## config.mk

```make
export PLATFORM = sky130hd
export DESIGN_NAME = neuron_backprop_momentum_unit
export DESIGN_NICKNAME = d
export VERILOG_FILES = /design/src/hdl/nbm_pkg.sv /design/src/hdl/neuron_backprop_momentum_unit.sv
export SDC_FILE = /design/constraint.sdc
export NUM_CORES = 2
export LEC_CHECK = 0
export ABC_CLOCK_PERIOD_IN_PS = 13050
export BUFFER_PORTS_ARGS = -buffer_cell sky130_fd_sc_hd__buf_2
export CAP_MARGIN = 5
export CORE_UTILIZATION = 35
export CTS_CLUSTER_SIZE = 25
export DETAILED_ROUTE_END_ITERATION = 10
export PLACE_DENSITY = 0.57
export SETUP_SLACK_MARGIN = 0.5
export SLEW_MARGIN = 20
export SYNTH_ARGS = -nofsm -noshare
export SYNTH_HDL_FRONTEND = slang
export SYNTH_SLANG_ARGS = --single-unit
export TNS_END_PERCENT = 1
```

## constraint.sdc

```tcl
create_clock -name clock -period 13.05 [get_ports clock]
set_input_delay 1.9575 -clock clock [delete_from_list [all_inputs] [get_ports clock]]
set_output_delay 1.9575 -clock clock [all_outputs]
set_load 0.02 [all_outputs]
```

## src/hdl/nbm_pkg.sv

```systemverilog
// Shared types, codes, table and helpers for the backprop momentum neuron.
package nbm_pkg;

   localparam int MAX_INPUTS = 16;
   localparam int IDX_W      = 4;

   // operation codes carried on the input channel
   localparam logic [2:0] OP_FWD    = 3'd0;
   localparam logic [2:0] OP_TARGET = 3'd1;
   localparam logic [2:0] OP_PAIR   = 3'd2;
   localparam logic [2:0] OP_UPDATE = 3'd3;
   localparam logic [2:0] OP_LOAD   = 3'd4;

   // result kinds
   localparam logic [1:0] KIND_OUTPUT = 2'd0;
   localparam logic [1:0] KIND_GRAD   = 2'd1;
   localparam logic [1:0] KIND_WEIGHT = 2'd2;

   // register indexes
   localparam logic CSR_LEARNING_RATE = 1'b0;
   localparam logic CSR_MOMENTUM      = 1'b1;

   localparam logic [15:0] LR_RESET  = 16'd9830;
   localparam logic [15:0] MOM_RESET = 16'd32768;

   typedef logic signed [15:0] q412_type;

   // tanh at steps of 1/8 in Q4.12
   function automatic logic [12:0] tanh_tab(input logic [5:0] i);
      logic [12:0] t;
      case (i)
         6'd0:  t = 13'd0;    6'd1:  t = 13'd509;  6'd2:  t = 13'd1003; 6'd3:  t = 13'd1468;
         6'd4:  t = 13'd1893; 6'd5:  t = 13'd2272; 6'd6:  t = 13'd2602; 6'd7:  t = 13'd2883;
         6'd8:  t = 13'd3119; 6'd9:  t = 13'd3315; 6'd10: t = 13'd3475; 6'd11: t = 13'd3604;
         6'd12: t = 13'd3707; 6'd13: t = 13'd3790; 6'd14: t = 13'd3856; 6'd15: t = 13'd3908;
         6'd16: t = 13'd3949; 6'd17: t = 13'd3981; 6'd18: t = 13'd4006; 6'd19: t = 13'd4026;
         6'd20: t = 13'd4041; 6'd21: t = 13'd4053; 6'd22: t = 13'd4063; 6'd23: t = 13'd4070;
         6'd24: t = 13'd4076; 6'd25: t = 13'd4080; 6'd26: t = 13'd4084; 6'd27: t = 13'd4086;
         6'd28: t = 13'd4089; 6'd29: t = 13'd4090; 6'd30: t = 13'd4091; 6'd31: t = 13'd4092;
         default: t = 13'd4093;
      endcase
      return t;
   endfunction

   // clamp to the 16-bit signed range
   function automatic q412_type sat16(input logic signed [63:0] v);
      q412_type r;
      if (v > 64'sd32767) r = 16'sh7FFF;
      else if (v < -64'sd32768) r = 16'sh8000;
      else r = v[15:0];
      return r;
   endfunction

endpackage

```

## src/hdl/neuron_backprop_momentum_unit.sv

```systemverilog
// Top level: tanh neuron with weights, gradient and momentum weight update.
// One shared 34x20 signed multiplier under a small sequencer serves the forward, gradient
// and update paths; a result waits in the hand-off state while the output register is
// still full. Synchronous active-high reset clears control, accumulator, output, gradient
// and delta weights, restores rates.
module neuron_backprop_momentum_unit
   import nbm_pkg::*;
(
   input  logic        clock,
   input  logic        reset,
   input  logic        req_tvalid,
   output logic        req_tready,
   input  logic [39:0] req_tdata,   // index[3:0], value[19:4], gradient_in[35:20], zero fill
   input  logic [2:0]  req_tuser,   // op[2:0]
   input  logic        req_tlast,   // last
   output logic        rsp_tvalid,
   input  logic        rsp_tready,
   output logic [23:0] rsp_tdata,   // slot[3:0], result[19:4], zero fill
   output logic [1:0]  rsp_tuser,   // kind[1:0]
   input  logic        csr_we,
   input  logic        csr_index,
   input  logic [15:0] csr_wdata
);

   // sequencer states
   localparam logic [4:0] S_IDLE = 5'd0;
   localparam logic [4:0] S_MAC  = 5'd1;   // element product
   localparam logic [4:0] S_ACC  = 5'd2;   // saturating accumulate
   localparam logic [4:0] S_TANH = 5'd3;   // table lookup, slope * fraction
   localparam logic [4:0] S_TFIN = 5'd4;
   localparam logic [4:0] S_DER  = 5'd5;   // y * y
   localparam logic [4:0] S_DERF = 5'd6;   // d = 1 - y*y
   localparam logic [4:0] S_GMUL = 5'd7;   // (target - y) * d
   localparam logic [4:0] S_GFIN = 5'd8;
   localparam logic [4:0] S_HLO  = 5'd9;   // low half of acc * d
   localparam logic [4:0] S_HHI  = 5'd10;  // high half of acc * d
   localparam logic [4:0] S_HFIN = 5'd11;
   localparam logic [4:0] S_U1   = 5'd12;  // eta * input
   localparam logic [4:0] S_U2   = 5'd13;  // * gradient
   localparam logic [4:0] S_U3   = 5'd14;  // alpha * old delta
   localparam logic [4:0] S_U4   = 5'd15;  // new delta
   localparam logic [4:0] S_U5   = 5'd16;  // new weight
   localparam logic [4:0] S_OUT  = 5'd17;  // hand result to the output register

   logic [4:0] state_ff, state_in;

   // latched item
   logic [2:0]        op_ff;
   logic [IDX_W-1:0]  idx_ff;
   q412_type          val_ff, gin_ff;
   logic              last_ff;

   // configuration
   logic [15:0] lr_ff, mom_ff;

   // neuron state
   q412_type          w_ff  [MAX_INPUTS];
   q412_type          dw_ff [MAX_INPUTS];
   q412_type          xin_ff[MAX_INPUTS];
   logic signed [39:0] acc_ff;
   q412_type          y_ff, grad_ff;

   // datapath registers
   logic signed [53:0] prod_ff;
   logic signed [63:0] sum_ff;
   logic signed [19:0] d_ff;
   logic [12:0]        tbase_ff;
   logic               neg_ff, big_ff;
   q412_type           nd_ff;

   // pending result and output register
   q412_type    res_ff;
   logic [1:0]  kind_ff;
   logic [3:0]  slot_ff;
   logic        rsp_valid_ff;
   q412_type    rsp_result_ff;
   logic [1:0]  rsp_kind_ff;
   logic [3:0]  rsp_slot_ff;
   logic        rsp_load;

   logic accept;
   logic idx_ok;
   assign req_tready = (state_ff == S_IDLE);
   assign accept     = req_tvalid && req_tready;
   assign idx_ok     = ({1'b0, idx_ff} < 5'(MAX_INPUTS));
   // move the pending result into the output register when it is free or being taken
   assign rsp_load   = (state_ff == S_OUT) && (!rsp_valid_ff || rsp_tready);

   // shared multiplier, operands picked by state
   logic signed [33:0] mul_a;
   logic signed [19:0] mul_b;
   logic signed [53:0] prod_in;

   // tanh front end
   logic               acc_neg;
   logic [40:0]        acc_mag;
   logic [13:0]        mag_q;
   logic [5:0]         tab_i;
   logic signed [13:0] tab_slope;

   always_comb begin
      acc_neg   = acc_ff[39];
      acc_mag   = acc_neg ? 41'(-{acc_ff[39], acc_ff}) : {1'b0, acc_ff};
      mag_q     = acc_mag[25:12];
      tab_i     = {1'b0, mag_q[13:9]};
      tab_slope = 14'(signed'({1'b0, tanh_tab(tab_i + 6'd1)}))
                - 14'(signed'({1'b0, tanh_tab(tab_i)}));
   end

   always_comb begin
      mul_a = '0;
      mul_b = '0;
      unique case (state_ff)
         S_MAC: begin
            mul_a = 34'(val_ff);
            // keep a skipped forward element out of the sum
            if (op_ff == OP_FWD) mul_b = idx_ok ? 20'(w_ff[idx_ff]) : 20'sd0;
            else mul_b = 20'(gin_ff);
         end
         S_TANH: begin
            mul_a = 34'(tab_slope);
            mul_b = 20'(signed'({1'b0, mag_q[8:0]}));
         end
         S_DER: begin
            mul_a = 34'(y_ff);
            mul_b = 20'(y_ff);
         end
         S_GMUL: begin
            mul_a = 34'(17'(val_ff) - 17'(y_ff));
            mul_b = d_ff;
         end
         S_HLO: begin
            mul_a = 34'(signed'({1'b0, acc_ff[19:0]}));
            mul_b = d_ff;
         end
         S_HHI: begin
            mul_a = 34'(signed'(acc_ff[39:20]));
            mul_b = d_ff;
         end
         S_U1: begin
            mul_a = 34'(signed'({1'b0, lr_ff}));
            mul_b = 20'(xin_ff[idx_ff]);
         end
         S_U2: begin
            mul_a = prod_ff[33:0];
            mul_b = 20'(grad_ff);
         end
         S_U3: begin
            mul_a = 34'(signed'({1'b0, mom_ff}));
            mul_b = 20'(dw_ff[idx_ff]);
         end
         default: begin
            mul_a = '0;
            mul_b = '0;
         end
      endcase
   end

   assign prod_in = mul_a * mul_b;

   // combinational finishing of each path
   logic signed [40:0] acc_sum;
   logic signed [39:0] acc_sat;
   logic signed [53:0] tanh_frac;
   logic signed [15:0] tanh_mag, tanh_y;
   logic signed [53:0] der_r;
   logic signed [53:0] g1_r;
   logic signed [63:0] h_total, u_total;
   logic signed [16:0] w_sum;

   always_comb begin
      acc_sum = 41'(acc_ff) + 41'(prod_ff);
      if (acc_sum[40] != acc_sum[39]) begin
         acc_sat = acc_sum[40] ? {1'b1, 39'd0} : {1'b0, {39{1'b1}}};
      end else begin
         acc_sat = acc_sum[39:0];
      end
      tanh_frac = (prod_ff + 54'sd256) >>> 9;
      tanh_mag  = big_ff ? 16'sd4096
                         : 16'(signed'({3'b000, tbase_ff})) + 16'(tanh_frac);
      tanh_y    = neg_ff ? -tanh_mag : tanh_mag;
      der_r     = (prod_ff + 54'sd2048) >>> 12;
      g1_r      = (prod_ff + 54'sd2048) >>> 12;
      h_total   = sum_ff + (64'(prod_ff) <<< 20);
      u_total   = sum_ff + (64'(prod_ff) <<< 12);
      w_sum     = 17'(w_ff[idx_ff]) + 17'(nd_ff);
   end

   // sequencer
   always_comb begin
      state_in = state_ff;
      unique case (state_ff)
         S_IDLE: begin
            if (accept) begin
               unique case (req_tuser) inside
                  OP_FWD, OP_PAIR: state_in = S_MAC;
                  OP_TARGET:       state_in = S_DER;
                  OP_UPDATE:       state_in = S_U1;
                  default:         state_in = S_IDLE;
               endcase
            end
         end
         S_MAC: state_in = S_ACC;
         S_ACC: begin
            if (!last_ff) state_in = S_IDLE;
            else if (op_ff == OP_FWD) state_in = S_TANH;
            else state_in = S_DER;
         end
         S_TANH: state_in = S_TFIN;
         S_TFIN: state_in = S_OUT;
         S_DER:  state_in = S_DERF;
         S_DERF: state_in = (op_ff == OP_TARGET) ? S_GMUL : S_HLO;
         S_GMUL: state_in = S_GFIN;
         S_GFIN: state_in = S_OUT;
         S_HLO:  state_in = S_HHI;
         S_HHI:  state_in = S_HFIN;
         S_HFIN: state_in = S_OUT;
         S_U1:   state_in = idx_ok ? S_U2 : S_IDLE;
         S_U2:   state_in = S_U3;
         S_U3:   state_in = S_U4;
         S_U4:   state_in = S_U5;
         S_U5:   state_in = S_OUT;
         S_OUT:  state_in = rsp_load ? S_IDLE : S_OUT;
         default: state_in = S_IDLE;
      endcase
   end

   always_ff @(posedge clock) begin
      if (reset) begin
         state_ff     <= S_IDLE;
         lr_ff        <= LR_RESET;
         mom_ff       <= MOM_RESET;
         acc_ff       <= '0;
         y_ff         <= '0;
         grad_ff      <= '0;
         rsp_valid_ff <= 1'b0;
         for (int k = 0; k < MAX_INPUTS; k++) begin
            dw_ff[k] <= '0;
         end
      end else begin
         state_ff <= state_in;
         prod_ff  <= prod_in;

         if (csr_we) begin
            if (csr_index == CSR_LEARNING_RATE) lr_ff <= csr_wdata;
            else mom_ff <= csr_wdata;
         end

         // load the next result from the sequencer, drop the current one once taken
         if (rsp_load) begin
            rsp_valid_ff  <= 1'b1;
            rsp_result_ff <= res_ff;
            rsp_kind_ff   <= kind_ff;
            rsp_slot_ff   <= slot_ff;
         end else if (rsp_valid_ff && rsp_tready) begin
            rsp_valid_ff  <= 1'b0;
         end

         if (accept) begin
            op_ff   <= req_tuser;
            idx_ff  <= req_tdata[3:0];
            val_ff  <= req_tdata[19:4];
            gin_ff  <= req_tdata[35:20];
            last_ff <= req_tlast;
            // weight load completes here
            if (req_tuser == OP_LOAD && ({1'b0, req_tdata[3:0]} < 5'(MAX_INPUTS))) begin
               w_ff[req_tdata[3:0]]  <= req_tdata[19:4];
               dw_ff[req_tdata[3:0]] <= '0;
            end
         end

         unique case (state_ff)
            S_MAC: begin
               if (op_ff == OP_FWD && idx_ok) xin_ff[idx_ff] <= val_ff;
            end
            S_ACC: acc_ff <= acc_sat;
            S_TANH: begin
               neg_ff   <= acc_neg;
               big_ff   <= (acc_mag >= 41'd67108864);
               tbase_ff <= tanh_tab(tab_i);
            end
            S_TFIN: begin
               y_ff    <= tanh_y;
               acc_ff  <= '0;
               res_ff  <= tanh_y;
               kind_ff <= KIND_OUTPUT;
               slot_ff <= '0;
            end
            S_DERF: d_ff <= 20'sd4096 - 20'(der_r);
            S_GFIN: begin
               grad_ff <= sat16(64'(g1_r));
               res_ff  <= sat16(64'(g1_r));
               kind_ff <= KIND_GRAD;
               slot_ff <= '0;
            end
            S_HHI: sum_ff <= 64'(prod_ff);
            S_HFIN: begin
               grad_ff <= sat16((h_total + 64'sd8388608) >>> 24);
               res_ff  <= sat16((h_total + 64'sd8388608) >>> 24);
               acc_ff  <= '0;
               kind_ff <= KIND_GRAD;
               slot_ff <= '0;
            end
            S_U3: sum_ff <= 64'(prod_ff);
            S_U4: begin
               nd_ff         <= sat16((u_total + 64'sd134217728) >>> 28);
               dw_ff[idx_ff] <= sat16((u_total + 64'sd134217728) >>> 28);
            end
            S_U5: begin
               w_ff[idx_ff] <= sat16(64'(w_sum));
               res_ff       <= sat16(64'(w_sum));
               kind_ff      <= KIND_WEIGHT;
               slot_ff      <= idx_ff;
            end
            default: begin
            end
         endcase
      end
   end

   assign rsp_tvalid = rsp_valid_ff;
   assign rsp_tdata  = {4'd0, rsp_result_ff, rsp_slot_ff};
   assign rsp_tuser  = rsp_kind_ff;

`ifndef SYNTHESIS
   // an item that starts the sequencer keeps the input closed next cycle
   assert property (@(posedge clock) disable iff (reset)
      (req_tvalid && req_tready && (req_tuser == OP_FWD || req_tuser == OP_TARGET ||
       req_tuser == OP_PAIR || req_tuser == OP_UPDATE)) |=> !req_tready)
      else $error("input accepted back to back");

   // a new result appears only from the hand-off state
   assert property (@(posedge clock) disable iff (reset)
      (!$past(rsp_valid_ff) && rsp_valid_ff) |-> $past(state_ff == S_OUT))
      else $error("result raised outside hand-off");

   // the accumulator is cleared after a forward stream ends
   assert property (@(posedge clock) disable iff (reset)
      (state_ff == S_TFIN) |=> (acc_ff == 40'sd0))
      else $error("accumulator not cleared after tanh");

   // a weight result carries its slot, other kinds carry zero
   assert property (@(posedge clock) disable iff (reset)
      (rsp_valid_ff && rsp_kind_ff != KIND_WEIGHT) |-> (rsp_slot_ff == 4'd0))
      else $error("nonzero slot on non-weight result");
`endif

endmodule

```

[Word-level counts from Yosys, hierarchy flattened]
Memories as Yosys holds them, arrays and structs flattened. A register that Yosys moved wholly into a read port is not among the register bits.
Cells that the tools add are included.
Word-level totals
  register bits: 353
  bits in writable memories: 768
  memory bits (read-only): 1152
  memories kept: 6
Cells by class
  add/subtract/negate cells: 15
  multipliers: 1
  $lt $le $gt $ge: 9
  equal/unequal tests: 24
  muxes and demuxes: 63
  bitwise gates (word level): 2
  reductions and logical operators: 35
Memory list
  (no name shown): depth 32, width 12, read ports 1, clocked after memory_dff 1, wr ports 0, line nbm_pkg.sv:31  | case (i)
  (no name shown): depth 32, width 12, read ports 1, clocked after memory_dff 0, wr ports 0, line nbm_pkg.sv:31
  (no name shown): depth 32, width 12, read ports 1, clocked after memory_dff 0, wr ports 0, line nbm_pkg.sv:31
  dw_ff: depth 16, width 16, read ports 1, clocked after memory_dff 1, wr ports 16, line neuron_backprop_momentum_unit.sv:58  | q412_type dw_ff [MAX_INPUTS];
  w_ff: depth 16, width 16, read ports 1, clocked after memory_dff 1, wr ports 1, line neuron_backprop_momentum_unit.sv:57  | q412_type w_ff [MAX_INPUTS];
  xin_ff: depth 16, width 16, read ports 1, clocked after memory_dff 1, wr ports 1, line neuron_backprop_momentum_unit.sv:59  | q412_type xin_ff[MAX_INPUTS];
Operators with widths (number)
  case mux 34 bit (9 select lines): 1
  two-way mux 16 bit: 17
  case mux 20 bit (7 select lines): 1
  adder 54 x 64 -> 64 bit: 2
  two-way mux 40 bit: 2
  case mux 40 bit (2 select lines): 1
  case mux 5 bit (15 select lines): 1
  adder 64 x 25 -> 64 bit, second input constant: 1
  adder 64 x 29 -> 64 bit, second input constant: 1
  case mux 16 bit (4 select lines): 1
  adder 54 x 13 -> 54 bit, second input constant: 1
  multiplier 34 x 20 -> 54 bit: 1
  OR reduction 16 bit: 3
  greater-than comparator 42 x 16 -> 1 bit, second input constant: 1
  < comparator 42 x 16 -> 1 bit, second input constant: 1
  adder 40 x 41 -> 41 bit: 1
  >= comparator 41 x 27 -> 1 bit, second input constant: 1
  two-way mux 41 bit: 1
  negator 41 bit: 1
  equality test 5 x 4 -> 1 bit, second input constant: 8
  greater-than comparator 40 x 16 -> 1 bit, second input constant: 1
  < comparator 40 x 16 -> 1 bit, second input constant: 1
  greater-than comparator 36 x 16 -> 1 bit, second input constant: 1
  < comparator 36 x 16 -> 1 bit, second input constant: 1
  other kinds (42): 98

[Logic depth before layout (Yosys ltp)]
  depth in word-level cells: 8
  gate-level depth with buffers: 59
  gate-level depth less buffers: 57

[Worst setup path before layout]
OpenSTA, ideal clock, no wires.
  path type: reg-to-reg
  start: register acc_ff[12]
  end: register prod_ff[50] (data pin)
  setup time: 262 ps
  arrival: 13325 ps
  setup slack: -537 ps
  cell stages (with the launch flop): 57
  cell sequence: dfxtp_1 -> or4_1 -> nor4_2 -> or4b_1 -> buf_2 -> nand2_1 -> xnor2_1 -> clkbuf_1 -> ha_1 -> inv_1 -> maj3_1 -> a21oi_1 -> or2_2 -> xor2_2 -> o21ai_0 -> a21oi_1 -> ha_1 -> inv_1 -> [... 21 more ...] -> fa_1 -> fa_1 -> inv_1 -> fa_1 -> inv_1 -> ha_1 -> nand4_1 -> o21bai_1 -> a2111oi_0 -> a211oi_1 -> o31ai_1 -> a31oi_1 -> o21ai_0 -> o21ai_0 -> a21bo_2 -> a21o_1 -> a211oi_1 -> xnor2_1
Between the ends
  cells in the longest elaborated chain, start to end: 8
Ends and longest elaborated chain
  start: declaration: line neuron_backprop_momentum_unit.sv:60  | logic signed [39:0] acc_ff;
  start signal: assignment: line neuron_backprop_momentum_unit.sv:276  | S_ACC: acc_ff <= acc_sat;
  negator 41 bit: line neuron_backprop_momentum_unit.sv:103  | acc_mag = acc_neg ? 41'(-{acc_ff[39], acc_ff}) : {1'b0, acc_ff};
  two-way mux 41 bit: line neuron_backprop_momentum_unit.sv:103
  adder 5 x 1 -> 6 bit: line neuron_backprop_momentum_unit.sv:106  | tab_slope = 14'(signed'({1'b0, tanh_tab(tab_i + 6'd1)}))
  memory (32 x 12 bit)
  two-way mux 13 bit: line nbm_pkg.sv:31
  subtractor 13 x 13 -> 14 bit: line neuron_backprop_momentum_unit.sv:107  | - 14'(signed'({1'b0, tanh_tab(tab_i)}));
  case mux 34 bit (9 select lines): line neuron_backprop_momentum_unit.sv:113  | unique case (state_ff)
  multiplier 34 x 20 -> 54 bit *: line neuron_backprop_momentum_unit.sv:159  | assign prod_in = mul_a * mul_b;
  named net prod_in[50]: line neuron_backprop_momentum_unit.sv:92  | logic signed [53:0] prod_in;
  end signal: assignment: line neuron_backprop_momentum_unit.sv:242  | prod_ff <= prod_in;
  end: declaration: line neuron_backprop_momentum_unit.sv:64  | logic signed [53:0] prod_ff;
Mark *: on every way through the listed nets, which the timed path passes. The rest lies on a longest branch.
A chain may end at the register's enable or synchronous reset.

[Final worst setup path]
Same ends and word-level chain as after synthesis.

==> impl_metrics.csv <==
group,metric,value,unit
status,outcome,"finished, final reports clean",
flow_run,drv_cap,0,
timing,fmax,78.3,MHz
global_route,grt_pass1_wl,400000,µm
global_route,grt_max_degree,61,
setup_path,path_class,"reg2reg",
logic_synthesis,synth_area,83000,µm²
floorplan,coreArea,236000,µm²
clock_tree,htree_levels,3,
global_route,grt_overflow,0,
power_and_ir_drop,power_density,128,nW/µm²
place,placed_cell_area,89800,µm²
cells_and_area,utilization,40.3,%
logic_synthesis,yosys_warnings,0,
place,dp_cells,10877,
cells_and_area,areaGrowthSynthToFinish,14.4,%
timing,fin_crit_sh,97.8,%
floorplan,die_x,489,µm
place,dpl.hpwl,203000,µm
logic_synthesis,ys_ff_latch,1112,
clock_tree,cts_buffers,114,
setup_path,cp_num_buf_inv,19,
cells_and_area,drive_gt1_share,16.3,%
power_and_ir_drop,leakage,38.6,nW
worst_hold_path,hp-class,"reg2reg",
global_route,grt_antenna_before_repair,11,
timing,worst_pin_slew,1230,ps
timing,min_period,12770,ps
floorplan,start_util,35.2,%
global_route,first_global_vias,61051,
place,io_buffers,85,
timing,fin_skew,83.0,ps
global_route,track_usage,22.5,%
worst_hold_path,worstHoldEndpoint,"rsp_result_ff[10]",
logic_synthesis,netlist_top_cells_area,"edfxtp_1 36%, fa_1 16%, mux4_2 6.5%",
clock_tree,cts_sinks,1112,
detailed_routing,vias,60980,
timing,maxSlewViolCount,0,
logic_synthesis,synth_top_area_share,36.1,%
floorplan,row_count,178,
clock_tree,cts_tree,"yes",
cells_and_area,fin_area,95000,µm²
detailed_routing,dr.first_iter.drc_count,6141,
floorplan,pin_count,94,
power_and_ir_drop,peakVddDrop,135,µV
place,gp_congestion,0.932,
detailed_routing,first_pass_iters,9,
worst_hold_path,holdCritStartpoint,"res_ff[10]",
logic_synthesis,async_flop_share,0,%
detailed_routing,avgViaCountPerCell,5.48,
logic_synthesis,synth_flop_cell,"edfxtp_1",
clock_tree,root_buffer,"clkbuf_16",
clock_tree,clock_latency,800,ps
setup_path,r2r_cells,60,
cells_and_area,layout_common_cells,"998 x edfxtp_1, 872 x inv_1, 852 x nand2_1",
cells_and_area,final_common_cell,"edfxtp_1",
setup_path,r2r_slack,280,ps
timing,maxSlewHeadroom,17.6,%
detailed_routing,routed_wl,270000,µm
setup_path,crit_path_frequent_cell,"buf_4",
logic_synthesis,synth.distinct_cells,109,
cells_and_area,nNetsFinal,9053,
worst_hold_path,whs_path_depth,0,
setup_path,timing.rr.end,"prod_ff[50]",
clock_tree,cts_buffer_depth,3,
detailed_routing,route.detailed.drc,0,
logic_synthesis,synth-edff-count,998,
logic_synthesis,synthCells,7581,
setup_path,path_max_fanout,6,
place,dp_slack,-479,ps
setup_path,slowest_stage,"or4b_4",
setup_path,cp_data_arrival_time,13260,ps
logic_synthesis,postSynthAreaPerCell,11.0,µm²
detailed_routing,wl_per_cell,24.2,µm
clock_tree,path_clk_slew,60,ps
logic_synthesis,synth_seq_area_share,38.8,%
floorplan,die_y,489,µm
setup_path,required,13540,ps
timing,rsz0062_at_grt,"yes",
logic_synthesis,synth_largest_area_cell,"edfxtp_1",
setup_path,cp_top_family,"adder cells",
timing,tns,0,ps
setup_path,endpoint_kind,"register",
setup_path,startpoint_type,"register",
timing,finalHoldViolations,0,
timing,fin_ws,281,ps
setup_path,crit_path_max_incr_delay,570,ps
floorplan,die_area,239000,µm²
setup_path,regToRegStartpoint,"acc_ff[12]",
timing,finalSetupViolCount,0,
cells_and_area,fin_cells,11137,
detailed_routing,detail-route-antenna-nets,0,
==> cell type report <==
cell class                      instances  area (µm²)
Clock inverter                         82        1040
Sequential cell                      1112       32300
Clock buffer                          131        2940
Multi-Input combinational cell       5173       46900
Antenna cell                            4        10.0
Fill cell                           22668      141000
Inverter                              898        3380
Tap cell                             3150        3940
Timing Repair Buffer                  587        4540
==> cell families (layout without fill, tap and decap cells) <==
family                     after synthesis  in the layout  share of synthesized area (%)
DFF                                   1112           1112                           38.8
xor gates and xnor gates               285            285                           3.01
AOI/OAI and AO/OA                     1193           1193                           9.73
buffers and inverters                 1299           1698                           6.11
and+or+nand+nor                       2303           2303                           12.5
muxes                                  283            283                           7.04
other                                    1              8                        0.00452
adders and majority gates             1105           1105                           22.8
==> worst register-to-register path, delay by kind of cell, from the launching register on <==
| kind | cells | cell delay [ps] |
|---|---|---|
| buf+inv | 19 | 2140 |
| simple gates | 9 | 2110 |
| flops | 1 | 320 |
| fa+ha+maj | 11 | 4570 |
| compound gates | 17 | 2770 |
| xor+xnor | 4 | 630 |
==> per-stage QoR <==
step	power [mW]	hold WS, ps
global route	12.6	427
finish	12.1	405
CTS	12.1	418
detailed placement	8.50	407
floorplan	6.98	400
global placement	8.46	410
==> timing repair <==
action                     CTS  global route
setup buffers               33             8
hold buffers                 0             0
gates resized for setup    164            36
pin swaps                  177            50
cloned                       1             0
setup endpoints to repair   25            26
==> layer usage <==
layer  wire length, µm  track usage (%)  up-vias  part of all wire, %
met1            117000             31.4    31402                   43
met3             17000             2.98      397                  6.3
met2            126000             36.2     2201                   47
met4              9600             7.26        4                  3.6
met5                23                0        -               0.0085
li1                  -                -    26976                    -
==> power breakdown <==
group          internal (mW)  switching [mW]
clock network           1.97            1.49
registers               4.06           0.186
logic                   1.64            2.77
total                   7.68            4.45
==> flip-flops by register name, summed over array words and instances (netlist names), 5 cells and up, named ones only <==
name,flops
acc_ff,40
d_ff,20
dw_ff,256
gin_ff,16
grad_ff,16
lr_ff,16
mom_ff,16
nd_ff,16
prod_ff,54
res_ff,16
rsp_result_ff,16
state_ff,5
sum_ff,42
tbase_ff,12
val_ff,16
w_ff,256
xin_ff,256
y_ff,16
==> how the worst max path moves through the flow <==
stage                    start           to  slack (ps)  cells after the start
finish              acc_ff[12]  prod_ff[50]         280                     60
global route        acc_ff[12]  prod_ff[50]        -120                     60
CTS                  acc_ff[5]  prod_ff[50]         510                     62
detailed placement  acc_ff[12]  prod_ff[50]        -480                     56
global placement     acc_ff[0]  prod_ff[50]        -500                     54
floorplan           acc_ff[12]  prod_ff[53]         500                     57
==> cells in the mapped netlist (32+ instances only) <==
cell type  instances
a211oi_1          40
a21o_1           120
a21oi_1          328
a221o_1           48
a22oi_1           39
a31oi_1           59
and2_1           113
and3_1            59
buf_2             39
clkbuf_1         309
dfxtp_1          114
edfxtp_1         998
fa_1             677
ha_1             424
inv_1            890
mux2i_1           36
mux4_2           240
nand2_1          864
nand2b_1          57
nand3_1          131
nand4_1           69
nor2_1           707
nor2b_1           53
nor3_1            93
nor4_1            34
o211ai_1          47
o21a_1            32
o21ai_0          199
or3_1             39
xnor2_1          183
xor2_1           101
No activity file was read; power rests on OpenSTA's default activity.
